File: src/rtl/ssr_pkg.sv
// Types and constants of the string replace unit.
package ssr_pkg;

   localparam int BYTE_W      = 8;
   localparam int CFG_W       = 64;
   localparam int LEN_W       = 4;
   localparam int CSR_INDEX_W = 2;
   localparam int REPL_IDX_W  = 3;

   typedef enum logic [CSR_INDEX_W-1:0] {
      CSR_SEARCH_BYTES       = 2'd0,
      CSR_SEARCH_LENGTH      = 2'd1,
      CSR_REPLACEMENT_BYTES  = 2'd2,
      CSR_REPLACEMENT_LENGTH = 2'd3
   } csr_index_type;

   typedef struct packed {
      logic [BYTE_W-1:0] text_byte;
      logic              carries_byte;
      logic              subject_end;
   } req_type;

   typedef struct packed {
      logic [BYTE_W-1:0] result_byte;
      logic              result_has_byte;
      logic              result_end;
   } rsp_type;

   typedef struct packed {
      logic [CFG_W-1:0] search_bytes;
      logic [LEN_W-1:0] search_length;
      logic [CFG_W-1:0] replacement_bytes;
      logic [LEN_W-1:0] replacement_length;
   } cfg_type;

   typedef enum logic [2:0] {
      BK_IDLE,
      BK_DRAIN,
      BK_EVAL,
      BK_REPL,
      BK_FLUSH,
      BK_DONE
   } back_state_type;

endpackage

File: src/rtl/stream_string_replace_unit.sv
// Streaming find-and-replace-all unit: top level with registers and result queue.
// A word passes the item queue, the match engine and its one-byte stage before its first
// result reaches the result queue, unless its bytes stay held back for a later word.
// The match engine works on one word at a time and takes the next only after it has emitted
// the released or replacement bytes of the last; a full result queue stalls it.
// Reset is synchronous and active high: queues empty, no bytes held, registers zero.
module stream_string_replace_unit import ssr_pkg::*; #(
   parameter int MAX_SEARCH_BYTES   = 8,
   parameter int MAX_REPLACE_BYTES  = 8,
   parameter int ITEM_QUEUE_DEPTH   = 2,
   parameter int RESULT_QUEUE_DEPTH = 4
) (
   input  logic                   clock,
   input  logic                   reset,
   input  logic                   push,
   output logic                   full,
   input  req_type                req_data,
   output logic                   empty,
   input  logic                   pop,
   output rsp_type                rsp_data,
   input  logic                   csr_write,
   input  logic [CSR_INDEX_W-1:0] csr_index,
   input  logic [CFG_W-1:0]       csr_wdata
);

   cfg_type cfg_ff, cfg_in;
   req_type q_data;
   logic    q_empty, q_pop;
   logic    out_full, out_push;
   rsp_type out_data, out_rd;

   always_comb begin
      cfg_in = cfg_ff;
      if (csr_write) begin
         unique case (csr_index_type'(csr_index))
            CSR_SEARCH_BYTES:       cfg_in.search_bytes       = csr_wdata;
            CSR_SEARCH_LENGTH:      cfg_in.search_length      = csr_wdata[LEN_W-1:0];
            CSR_REPLACEMENT_BYTES:  cfg_in.replacement_bytes  = csr_wdata;
            CSR_REPLACEMENT_LENGTH: cfg_in.replacement_length = csr_wdata[LEN_W-1:0];
            default: cfg_in = cfg_ff;
         endcase
      end
   end

   always_ff @(posedge clock) begin
      if (reset) begin
         cfg_ff <= '0;
      end else begin
         cfg_ff <= cfg_in;
      end
   end

   ssr_front #(
      .QUEUE_DEPTH (ITEM_QUEUE_DEPTH)
   ) u_front (
      .clock    (clock),
      .reset    (reset),
      .push     (push),
      .full     (full),
      .req_data (req_data),
      .q_pop    (q_pop),
      .q_data   (q_data),
      .q_empty  (q_empty)
   );

   ssr_back #(
      .MAX_SEARCH_BYTES  (MAX_SEARCH_BYTES),
      .MAX_REPLACE_BYTES (MAX_REPLACE_BYTES)
   ) u_back (
      .clock    (clock),
      .reset    (reset),
      .cfg      (cfg_ff),
      .q_empty  (q_empty),
      .q_data   (q_data),
      .q_pop    (q_pop),
      .out_full (out_full),
      .out_push (out_push),
      .out_data (out_data)
   );

   ssr_fifo #(
      .WIDTH ($bits(rsp_type)),
      .DEPTH (RESULT_QUEUE_DEPTH)
   ) u_result_queue (
      .clock   (clock),
      .reset   (reset),
      .wr_en   (out_push),
      .wr_data (out_data),
      .rd_en   (pop),
      .rd_data (out_rd),
      .full    (out_full),
      .empty   (empty)
   );

   assign rsp_data = out_rd;

endmodule

File: src/rtl/ssr_fifo.sv
// Small register-based first-in first-out queue.
module ssr_fifo #(
   parameter int WIDTH = 8,
   parameter int DEPTH = 2
) (
   input  logic             clock,
   input  logic             reset,
   input  logic             wr_en,
   input  logic [WIDTH-1:0] wr_data,
   input  logic             rd_en,
   output logic [WIDTH-1:0] rd_data,
   output logic             full,
   output logic             empty
);

   localparam int AW = (DEPTH > 1) ? $clog2(DEPTH) : 1;
   localparam int CW = $clog2(DEPTH + 1);

   logic [WIDTH-1:0] mem_ff [DEPTH];
   logic [AW-1:0]    wptr_ff, wptr_in;
   logic [AW-1:0]    rptr_ff, rptr_in;
   logic [CW-1:0]    count_ff, count_in;
   logic             do_wr, do_rd;

   assign full    = (count_ff == CW'(DEPTH));
   assign empty   = (count_ff == '0);
   assign do_wr   = wr_en && !full;
   assign do_rd   = rd_en && !empty;
   assign rd_data = mem_ff[rptr_ff];

   always_comb begin
      wptr_in  = wptr_ff;
      rptr_in  = rptr_ff;
      count_in = count_ff;
      if (do_wr) begin
         wptr_in = (wptr_ff == AW'(DEPTH - 1)) ? '0 : wptr_ff + 1'b1;
      end
      if (do_rd) begin
         rptr_in = (rptr_ff == AW'(DEPTH - 1)) ? '0 : rptr_ff + 1'b1;
      end
      if (do_wr && !do_rd) begin
         count_in = count_ff + 1'b1;
      end else if (do_rd && !do_wr) begin
         count_in = count_ff - 1'b1;
      end
   end

   always_ff @(posedge clock) begin
      if (reset) begin
         wptr_ff  <= '0;
         rptr_ff  <= '0;
         count_ff <= '0;
      end else begin
         wptr_ff  <= wptr_in;
         rptr_ff  <= rptr_in;
         count_ff <= count_in;
      end
   end

   always_ff @(posedge clock) begin
      if (do_wr) begin
         mem_ff[wptr_ff] <= wr_data;
      end
   end

endmodule

File: src/rtl/ssr_front.sv
// Input side: takes words, drops bare words that close nothing, and queues the rest.
module ssr_front import ssr_pkg::*; #(
   parameter int QUEUE_DEPTH = 2
) (
   input  logic    clock,
   input  logic    reset,
   input  logic    push,
   output logic    full,
   input  req_type req_data,
   input  logic    q_pop,
   output req_type q_data,
   output logic    q_empty
);

   logic    keep;
   logic    q_full;
   req_type q_rd;

   // A word with neither a byte nor an end mark has no effect at all.
   assign keep    = req_data.carries_byte || req_data.subject_end;
   assign full    = q_full;
   assign q_data  = q_rd;

   ssr_fifo #(
      .WIDTH ($bits(req_type)),
      .DEPTH (QUEUE_DEPTH)
   ) u_item_queue (
      .clock   (clock),
      .reset   (reset),
      .wr_en   (push && !q_full && keep),
      .wr_data (req_data),
      .rd_en   (q_pop),
      .rd_data (q_rd),
      .full    (q_full),
      .empty   (q_empty)
   );

endmodule

File: src/rtl/ssr_back.sv
// Match engine: holds pending bytes, releases them or emits the replacement.
module ssr_back import ssr_pkg::*; #(
   parameter int MAX_SEARCH_BYTES  = 8,
   parameter int MAX_REPLACE_BYTES = 8
) (
   input  logic    clock,
   input  logic    reset,
   input  cfg_type cfg,
   input  logic    q_empty,
   input  req_type q_data,
   output logic    q_pop,
   input  logic    out_full,
   output logic    out_push,
   output rsp_type out_data
);

   localparam int CNT_W  = $clog2(MAX_SEARCH_BYTES + 1);
   localparam int HIDX_W = (MAX_SEARCH_BYTES > 1) ? $clog2(MAX_SEARCH_BYTES) : 1;

   back_state_type    state_ff, state_in;
   logic [BYTE_W-1:0] held_ff [MAX_SEARCH_BYTES];
   logic [BYTE_W-1:0] held_in [MAX_SEARCH_BYTES];
   logic [CNT_W-1:0]  count_ff, count_in;
   logic [BYTE_W-1:0] cur_byte_ff, cur_byte_in;
   logic              cur_end_ff, cur_end_in;
   logic [REPL_IDX_W-1:0] ridx_ff, ridx_in;
   logic              stage_valid_ff, stage_valid_in;
   logic [BYTE_W-1:0] stage_byte_ff, stage_byte_in;

   logic [LEN_W-1:0]  slen, rlen;
   logic              prefix_ok, full_match, can_emit, repl_last;
   logic              emit, shift, append, clear;
   logic [BYTE_W-1:0] emit_byte;
   back_state_type    after_state;

   assign slen = (cfg.search_length > LEN_W'(MAX_SEARCH_BYTES)) ?
                 LEN_W'(MAX_SEARCH_BYTES) : cfg.search_length;
   assign rlen = (cfg.replacement_length > LEN_W'(MAX_REPLACE_BYTES)) ?
                 LEN_W'(MAX_REPLACE_BYTES) : cfg.replacement_length;

   // The stage keeps back one byte until a word is done so a subject's end can be marked.
   assign can_emit    = !stage_valid_ff || !out_full;
   assign full_match  = (LEN_W'(count_ff) == slen);
   assign repl_last   = ((LEN_W'(ridx_ff) + 1'b1) == rlen);
   assign after_state = cur_end_ff ? BK_FLUSH : BK_DONE;

   always_comb begin
      prefix_ok = (LEN_W'(count_ff) <= slen);
      for (int i = 0; i < MAX_SEARCH_BYTES; i++) begin
         if ((CNT_W'(i) < count_ff) &&
             (held_ff[i] != cfg.search_bytes[i*BYTE_W +: BYTE_W])) begin
            prefix_ok = 1'b0;
         end
      end
   end

   // Next state.
   always_comb begin
      state_in = state_ff;
      unique case (state_ff)
         BK_IDLE: begin
            if (!q_empty) begin
               if (!q_data.carries_byte) begin
                  state_in = BK_FLUSH;
               end else if (slen == '0) begin
                  state_in = BK_DRAIN;
               end else begin
                  state_in = BK_EVAL;
               end
            end
         end
         BK_DRAIN: begin
            if (can_emit && count_ff == '0) begin
               state_in = BK_DONE;
            end
         end
         BK_EVAL: begin
            if (count_ff == '0) begin
               state_in = after_state;
            end else if (prefix_ok) begin
               if (full_match && rlen != '0) begin
                  state_in = BK_REPL;
               end else begin
                  state_in = after_state;
               end
            end
         end
         BK_REPL: begin
            if (can_emit && repl_last) begin
               state_in = after_state;
            end
         end
         BK_FLUSH: begin
            if (count_ff == '0) begin
               state_in = BK_DONE;
            end else if (can_emit && count_ff == CNT_W'(1)) begin
               state_in = BK_DONE;
            end
         end
         BK_DONE: begin
            if (!out_full || (!cur_end_ff && !stage_valid_ff)) begin
               state_in = BK_IDLE;
            end
         end
         default: state_in = BK_IDLE;
      endcase
   end

   // Outputs and datapath.
   always_comb begin
      q_pop          = 1'b0;
      emit           = 1'b0;
      emit_byte      = held_ff[0];
      shift          = 1'b0;
      append         = 1'b0;
      clear          = 1'b0;
      ridx_in        = ridx_ff;
      cur_byte_in    = cur_byte_ff;
      cur_end_in     = cur_end_ff;
      out_push       = 1'b0;
      out_data       = '0;
      stage_valid_in = stage_valid_ff;
      stage_byte_in  = stage_byte_ff;

      unique case (state_ff)
         BK_IDLE: begin
            q_pop = !q_empty;
            if (!q_empty) begin
               cur_byte_in = q_data.text_byte;
               cur_end_in  = q_data.subject_end;
               append      = q_data.carries_byte && (slen != '0);
            end
         end
         BK_DRAIN: begin
            if (can_emit) begin
               emit = 1'b1;
               if (count_ff != '0) begin
                  shift = 1'b1;
               end else begin
                  emit_byte = cur_byte_ff;
               end
            end
         end
         BK_EVAL: begin
            if (count_ff != '0) begin
               if (prefix_ok) begin
                  if (full_match) begin
                     clear   = 1'b1;
                     ridx_in = '0;
                  end
               end else if (can_emit) begin
                  emit  = 1'b1;
                  shift = 1'b1;
               end
            end
         end
         BK_REPL: begin
            if (can_emit) begin
               emit      = 1'b1;
               emit_byte = cfg.replacement_bytes[{ridx_ff, 3'b000} +: BYTE_W];
               ridx_in   = ridx_ff + 1'b1;
            end
         end
         BK_FLUSH: begin
            if (count_ff != '0 && can_emit) begin
               emit  = 1'b1;
               shift = 1'b1;
            end
         end
         BK_DONE: begin
            if (!out_full) begin
               if (cur_end_ff) begin
                  out_push                 = 1'b1;
                  out_data.result_byte     = stage_valid_ff ? stage_byte_ff : '0;
                  out_data.result_has_byte = stage_valid_ff;
                  out_data.result_end      = 1'b1;
                  stage_valid_in           = 1'b0;
               end else if (stage_valid_ff) begin
                  out_push                 = 1'b1;
                  out_data.result_byte     = stage_byte_ff;
                  out_data.result_has_byte = 1'b1;
                  stage_valid_in           = 1'b0;
               end
            end
         end
         default: begin
         end
      endcase

      if (emit) begin
         if (stage_valid_ff) begin
            out_push                 = 1'b1;
            out_data.result_byte     = stage_byte_ff;
            out_data.result_has_byte = 1'b1;
         end
         stage_valid_in = 1'b1;
         stage_byte_in  = emit_byte;
      end
   end

   always_comb begin
      held_in  = held_ff;
      count_in = count_ff;
      if (shift) begin
         for (int i = 0; i < MAX_SEARCH_BYTES - 1; i++) begin
            held_in[i] = held_ff[i+1];
         end
         count_in = count_ff - 1'b1;
      end
      if (append) begin
         held_in[count_ff[HIDX_W-1:0]] = q_data.text_byte;
         count_in = count_ff + 1'b1;
      end
      if (clear) begin
         count_in = '0;
      end
   end

   always_ff @(posedge clock) begin
      if (reset) begin
         state_ff       <= BK_IDLE;
         count_ff       <= '0;
         stage_valid_ff <= 1'b0;
         cur_end_ff     <= 1'b0;
         ridx_ff        <= '0;
      end else begin
         state_ff       <= state_in;
         count_ff       <= count_in;
         stage_valid_ff <= stage_valid_in;
         cur_end_ff     <= cur_end_in;
         ridx_ff        <= ridx_in;
      end
   end

   always_ff @(posedge clock) begin
      held_ff       <= held_in;
      cur_byte_ff   <= cur_byte_in;
      stage_byte_ff <= stage_byte_in;
   end

endmodule

File: config.mk
export PLATFORM = sky130hd
export DESIGN_NAME = stream_string_replace_unit
export DESIGN_NICKNAME = d
export VERILOG_FILES = /design/src/rtl/ssr_pkg.sv /design/src/rtl/stream_string_replace_unit.sv /design/src/rtl/ssr_fifo.sv /design/src/rtl/ssr_front.sv /design/src/rtl/ssr_back.sv
export SDC_FILE = /design/constraint.sdc
export NUM_CORES = 1
export LEC_CHECK = 0
export ABC_AREA = 1
export ABC_CLOCK_PERIOD_IN_PS = 5750
export BUFFER_PORTS_ARGS = -buffer_cell sky130_fd_sc_hd__clkbuf_2
export CAP_MARGIN = 10
export CORE_AREA = 2 2 219 221
export CTS_BUF_LIST = sky130_fd_sc_hd__clkbuf_4
export DETAILED_ROUTE_END_ITERATION = 16
export DIE_AREA = 0 0 221 223
export GPL_ROUTABILITY_DRIVEN = 0
export GPL_TIMING_DRIVEN = 0
export PLACE_DENSITY = 0.45
export SYNTH_ARGS = -nofsm -noshare
export SYNTH_HDL_FRONTEND = slang
export SYNTH_SLANG_ARGS = --single-unit
File: constraint.sdc
create_clock -name clock -period 5.75 [get_ports clock]
set_input_delay 1.15 -clock clock [delete_from_list [all_inputs] [get_ports clock]]
set_output_delay 1.15 -clock clock [all_outputs]
set_load 0.01 [all_outputs]
**After elaboration in Yosys (flattened, before gate mapping)**

Memories as Yosys holds them, arrays and structs flattened. A register that Yosys moved wholly into a read port is not among the register bits.
Cells that the tools add are included.

- Register bits after elaboration: 239
- Bits in writable memories: 60
- Input port bits: 81
- Output and inout port bits: 12
- Word-level logic and storage cells: 239
- Memories: 2

- $add $sub $neg: 12
- Magnitude comparators: 13
- Equality and inequality tests: 34
- Shifts and indexed selects: 1
- Muxes and demuxes: 87
- Bitwise gates (word level): 2
- Reductions and logical operators: 63

Memories:

| name | words | width | read ports | clocked after Yosys merged registers in | wr ports | RTL line | source |
|---|---|---|---|---|---|---|---|
| u_result_queue.mem_ff | 4 | 10 | 1 | 1 | 1 | ssr_fifo.sv:19 | `logic [WIDTH-1:0] mem_ff [DEPTH];` |
| u_front.u_item_queue.mem_ff | 2 | 10 | 1 | 1 | 1 | ssr_fifo.sv:19 |  |

Operators with widths:

| kind | number |
|---|---|
| $bwmux W64 | 1 |
| $mux W64 | 1 |
| $ne A8 B8 Y1 | 8 |
| $shiftx A64 B7 Y8 | 1 |
| $mux W56 | 1 |
| $mux W3 | 16 |
| $mux W1 | 40 |
| $mux W8 | 5 |
| $mux W9 | 4 |
| $logic_and A1 B1 Y1 | 26 |
| $demux W8 S3 | 1 |
| $mux W10 | 2 |
| $pmux W3 S6 | 1 |
| $lt A3 B4 Y1 const A | 4 |
| $mux W4 | 4 |
| $pmux W8 S2 | 1 |
| $mux W2 | 7 |
| $ne A2 B1 Y1 const B | 7 |
| $reduce_and A2 Y1 | 6 |
| $reduce_bool A4 Y1 | 3 |
| $eq A2 B2 Y1 const B | 5 |
| $logic_not A1 Y1 | 10 |
| $reduce_bool A2 Y1 | 5 |
| $eq A3 B3 Y1 const B | 3 |
| other kinds (32) | 50 |

**Longest topological paths before layout**

- Depth after elaboration: 20
- Mapped depth: 22
- Gate-level depth less buffers: 22

**Cells and area by module**

A second synthesis with hierarchy kept.

- Cells, all modules: 2068
- Area, all modules: 14976.9 um2

Modules (own cells, without submodules):

| module | instances | cells an instance | area each (um2) | sequential area each (um2) |
|---|---|---|---|---|
| ssr_back | 1 | 949 | 6214.7 | 2082.0 |
| stream_string_replace_unit | 1 | 879 | 5785.5 | 2722.6 |
| ssr_fifo at u_result_queue | 1 | 168 | 1990.7 | 1381.3 |
| ssr_fifo at u_front.u_item_queue | 1 | 68 | 970.9 | 700.7 |
| ssr_front | 1 | 4 | 15.0 | 0.0 |

**Worst setup path before layout**

OpenSTA, ideal clock, no wires.

- Path type: flip-flop to flip-flop
- From: register u_back.count_ff[0]
- To: register u_result_queue.count_ff[2]
- Setup time: 0.122 ns
- Data arrival time: 2.719 ns
- Data required time: 5.628 ns
- Setup slack: 2.909 ns
- Stages on the path, launching flop included: 21
- Cells stage by stage: dfxtp_1 -> inv_1 -> ha_1 -> inv_1 -> nor2_2 -> inv_2 -> nand2_1 -> nor2_1 -> nor2_1 -> nand3_2 -> nand4_1 -> nand2_2 -> nand2_1 -> nand2_2 -> ha_1 -> inv_1 -> fa_1 -> a21oi_1 -> o21ai_0 -> o21ai_0 -> a21oi_1

- Cells in the longest elaborated chain, start to end: 18
- Elaborated cells on any way between the ends: 38
- Those cells by class: order compare (9); mux (14); reduce/logical (15)

Ends and longest elaborated chain:

| item | RTL line | source |
|---|---|---|
| start, declared | ssr_back.sv:23 | `logic [CNT_W-1:0] count_ff, count_in;` |
| start signal, assigned | ssr_back.sv:228 | `count_ff <= count_in;` |
| $lt A1 B4 Y1 | ssr_back.sv:50 | `if ((CNT_W'(i) < count_ff) &&` |
| $logic_and A1 B1 Y1 | ssr_back.sv:50 |  |
| $mux W1 (8 in series) | ssr_back.sv:50 |  |
| $mux W1 | ssr_back.sv:146 | `if (prefix_ok) begin` |
| $mux W1 | ssr_back.sv:145 | `if (count_ff != '0) begin` |
| $pmux W1 S3 * | ssr_back.sv:125 | `unique case (state_ff)` |
| net u_back.emit | ssr_back.sv:32 | `logic emit, shift, append, clear;` |
| $mux W1 * | ssr_back.sv:190 | `if (emit) begin` |
| $logic_and A1 B1 Y1 * | ssr_fifo.sv:27 | `assign do_wr = wr_en && !full;` |
| net u_result_queue.do_wr | ssr_fifo.sv:23 | `logic do_wr, do_rd;` |
| $logic_not A1 Y1 | ssr_fifo.sv:43 | `end else if (do_rd && !do_wr) begin` |
| $logic_and A1 B1 Y1 | ssr_fifo.sv:43 |  |
| $reduce_bool A2 Y1 (no line) | -- |  |
| end signal, assigned | ssr_fifo.sv:56 | `count_ff <= count_in;` |
| end, declared | ssr_fifo.sv:22 | `logic [CW-1:0] count_ff, count_in;` |

Mark *: on every way through the listed nets, which the timed path passes. The rest lies on a longest branch.
A chain may end at the register's enable or synchronous reset.

**Final worst setup path**

Same ends and word-level chain as after synthesis.

==> flow_summary.json <==
{
  "status": "completed",
  "syn_nets": 1769,
  "cts.sinks": 302,
  "grt_pass1_wl_mm": 70.8,
  "grt-ovfl-total": 0,
  "synthFlopType": "dfxtp_1",
  "final_area_mm2": 0.0159,
  "fill_cells": 5066,
  "min_path_cells": 1,
  "cts-root-buf": "clkbuf_4",
  "synth_top_area_share_pct": 32.4,
  "maxCapViolations": 0,
  "initial_utilization_pct": 28.5,
  "cp-start-kind": "flop",
  "leakage_nw": 6.55,
  "dpl_worst_slack_ns": 2.33,
  "cts_setup_buffers": 0,
  "clkLatencyLatePin_ns": 0.82,
  "cts.path.max_buffers": 3,
  "ys_top_cells_by_area": "dfxtp_1 (32%), edfxtp_1 (19%), nor2_1 (11%)",
  "dp_hpwl_mm": 34.2,
  "postPlaceCellArea_mm2": 0.0147,
  "p_total_mw": 7.29,
  "drtAntennaViolNets": 0,
  "final_cells": 2539,
  "synth.ff_latch_count": 302,
  "crit_start": "u_back.count_ff[0]$_SDFFE_PP0P_",
  "layout_common_cells": "nor2_1 (397), dfxtp_1 (218), nand2_1 (211), o21ai_0 (206), clkbuf_4 (127)",
  "antenna_found_initial": 2,
  "crit_arrival_ns": 4.08,
  "period_minus_slack_ns": 3.42,
  "grt_usage_pct": 19.0,
  "synth_largest_area_cell": "dfxtp_1",
  "async_flop_share_pct": 0,
  "cts_hold_buf": 0,
  "io_pins": 93,
  "cts_tree": "yes",
  "path_class": "reg2reg",
  "drc": 0,
  "die_h_um": 223,
  "synth_edf_count": 84,
  "yosys_warnings": 0,
  "first_global_vias": 11800,
  "rows": 80,
  "finalSetupViolations": 0,
  "die_w_um": 221,
  "htreeDepth": 3,
  "first_pass_iters": 5,
  "hp-class": "reg2reg",
  "tightest_slew_ns": 0.996,
  "clk_pin_slew_worst_paths_ns": 0.07,
  "synth_cell_type_count": 43,
  "synth_cells": 1672,
  "max_freq_mhz": 292,
  "grt_setup_unrepaired": "no",
  "drt_iter0_drc": 1031,
  "finalWorstSetupSlack_ns": 2.33,
  "grt_max_degree": 15,
  "finalSetupTns_ns": 0,
  "dr_total_vias": 12100,
  "slew-limit-headroom_pct": 33.4,
  "r2r_cells": 20,
  "syn2layout_area_growth_pct": 18.5,
  "hold_violations": 0,
  "required_ns": 6.41,
  "ir_drop_uv": 132,
  "power_density_mw_per_mm2": 457,
  "viasPerCell": 4.78,
  "multi_input_area_mm2": 0.00573,
  "cts_resized": 0,
  "final_common_cell": "nor2_1",
  "cts_made_buffers": 89,
  "netlist_area_mm2": 0.0135,
  "slew_violations": 0,
  "port_buffers": 92,
  "layout-drive-gt1-share_pct": 14.8,
  "rr_endpoint": "u_result_queue.count_ff[2]$_SDFFE_PP0P_",
  "crit_fanout": 11,
  "wirelength_mm": 47.0,
  "regArea_mm2": 0.00689,
  "post-route-period-util_pct": 59.6,
  "finalClockSkew_ns": 0.0450,
  "crit_end": "u_result_queue.count_ff[2]$_SDFFE_PP0P_",
  "dp.cells": 2380,
  "final_nets": 1953,
  "r2r_start": "u_back.count_ff[0]$_SDFFE_PP0P_",
  "wire_per_inst_um": 18.5,
  "die_area_mm2": 0.0493,
  "core_mm2": 0.0471,
  "avgSynthCellArea_um2": 8.05,
  "synth_seq_area_share_pct": 51.2,
  "reg2reg_slack_ns": 2.33,
  "cp-end-kind": "flop"
}
-- cell families after synthesis --
group / Yosys count / synth area share, %
and+or+nand+nor: 717 / 21.4
AOI/OAI and AO/OA: 365 / 14.9
DFF: 302 / 51.2
buffers and inverters: 204 / 6.30
xor gates and xnor gates: 48 / 3.12
muxes: 20 / 1.56
adders and majority gates: 16 / 1.54
-- state kept, by name, summed over array words and instances, names as in the netlist, 2 cells and up, named ones only --
signal	flops
u_result_queue.count_ff	3
u_result_queue.rptr_ff	2
u_front.u_item_queue.mem_ff	20
u_back.state_ff	3
u_back.count_ff	4
u_back.cur_byte_ff	8
u_back.ridx_ff	3
u_front.u_item_queue.count_ff	2
u_back.stage_byte_ff	8
cfg_ff	136
u_back.held_ff	56
u_result_queue.mem_ff	40
u_result_queue.wptr_ff	2
-- critical path, stage by stage (launching register included) --
cell and delay [ns]:
dfxtp_1 0.42, inv_1 0.20, ha_1 0.28, inv_1 0.09, nor2_2 0.06, inv_2 0.10
nand2_1 0.06, nor2_1 0.11, nor2_1 0.06, nand3_2 0.12, nand4_1 0.12, nand2_2 0.24
nand2_1 0.13, nand2_2 0.13, ha_1 0.16, inv_1 0.07, fa_1 0.44, a21oi_1 0.14
o21ai_0 0.11, o21ai_0 0.16, a21oi_1 0.06
-- synth_stat cells, types with 8 or more instances --
cell type / n
mux2i_1: 12
edfxtp_1: 84
ha_1: 15
a31oi_1: 50
nand2_1: 211
clkbuf_1: 64
a21oi_1: 67
xnor2_1: 41
o21ai_0: 206
nor2_1: 397
mux2_2: 8
nand3_1: 81
inv_1: 105
nor3_1: 8
buf_2: 8
inv_2: 9
dfxtp_1: 218
o221ai_1: 11
o22ai_1: 11
-- how the worst min path moves through the flow --
stage | from | end | slack, ns
after global routing | req_data[4] | u_front.u_item_queue.mem_ff[0][4]$_DFFE_PP_ | 0.47
after floorplan | u_front.u_item_queue.rptr_ff$_SDFFE_PP0P_ | flop | 0.43
after global placement | u_front.u_item_queue.rptr_ff$_SDFFE_PP0P_ | u_front.u_item_queue.rptr_ff$_SDFFE_PP0P_ | 0.44
final | u_front.u_item_queue.rptr_ff$_SDFFE_PP0P_ | flop | 0.46
after CTS | u_front.u_item_queue.rptr_ff$_SDFFE_PP0P_ | flop | 0.45
after detailed placement | u_front.u_item_queue.rptr_ff$_SDFFE_PP0P_ | flop | 0.44
-- area by class of cell --
type,count,share of cell area [%]
sequential,302,43.2
timing repair buffer,93,2.94
antenna,2,0.0314
inverter,117,2.76
tap,615,4.83
clock buffer,127,5.98
clock inverter,30,1.77
multi-input combinational,1166,35.9
buffer,87,2.56
-- power by group --
group | leakage, nW | internal, mW | switching [mW]
combinational | 3.30 | 0.715 | 1.42
clock | 0.715 | 1.28 | 0.968
sequential | 2.53 | 2.59 | 0.309
-- metal layers --
metal	track usage [%]	routed length, um	vias up
met5	0	0	-
li1	-	-	6027
met2	31.1	21800	366
met3	4.99	3010	85
met1	23.8	20700	5660
met4	7.69	1510	0
-- per-stage QoR --
stage	utilization (%)	hold WS (ns)
2_1_floorplan	-	0.426
3_3_place_gp	31.1	0.439
3_5_place_dp	31.2	0.442
4_1_cts	33.8	0.448
5_1_grt	33.8	0.466
6_report	33.8	0.458
Power figures use the tool's default switching activity.
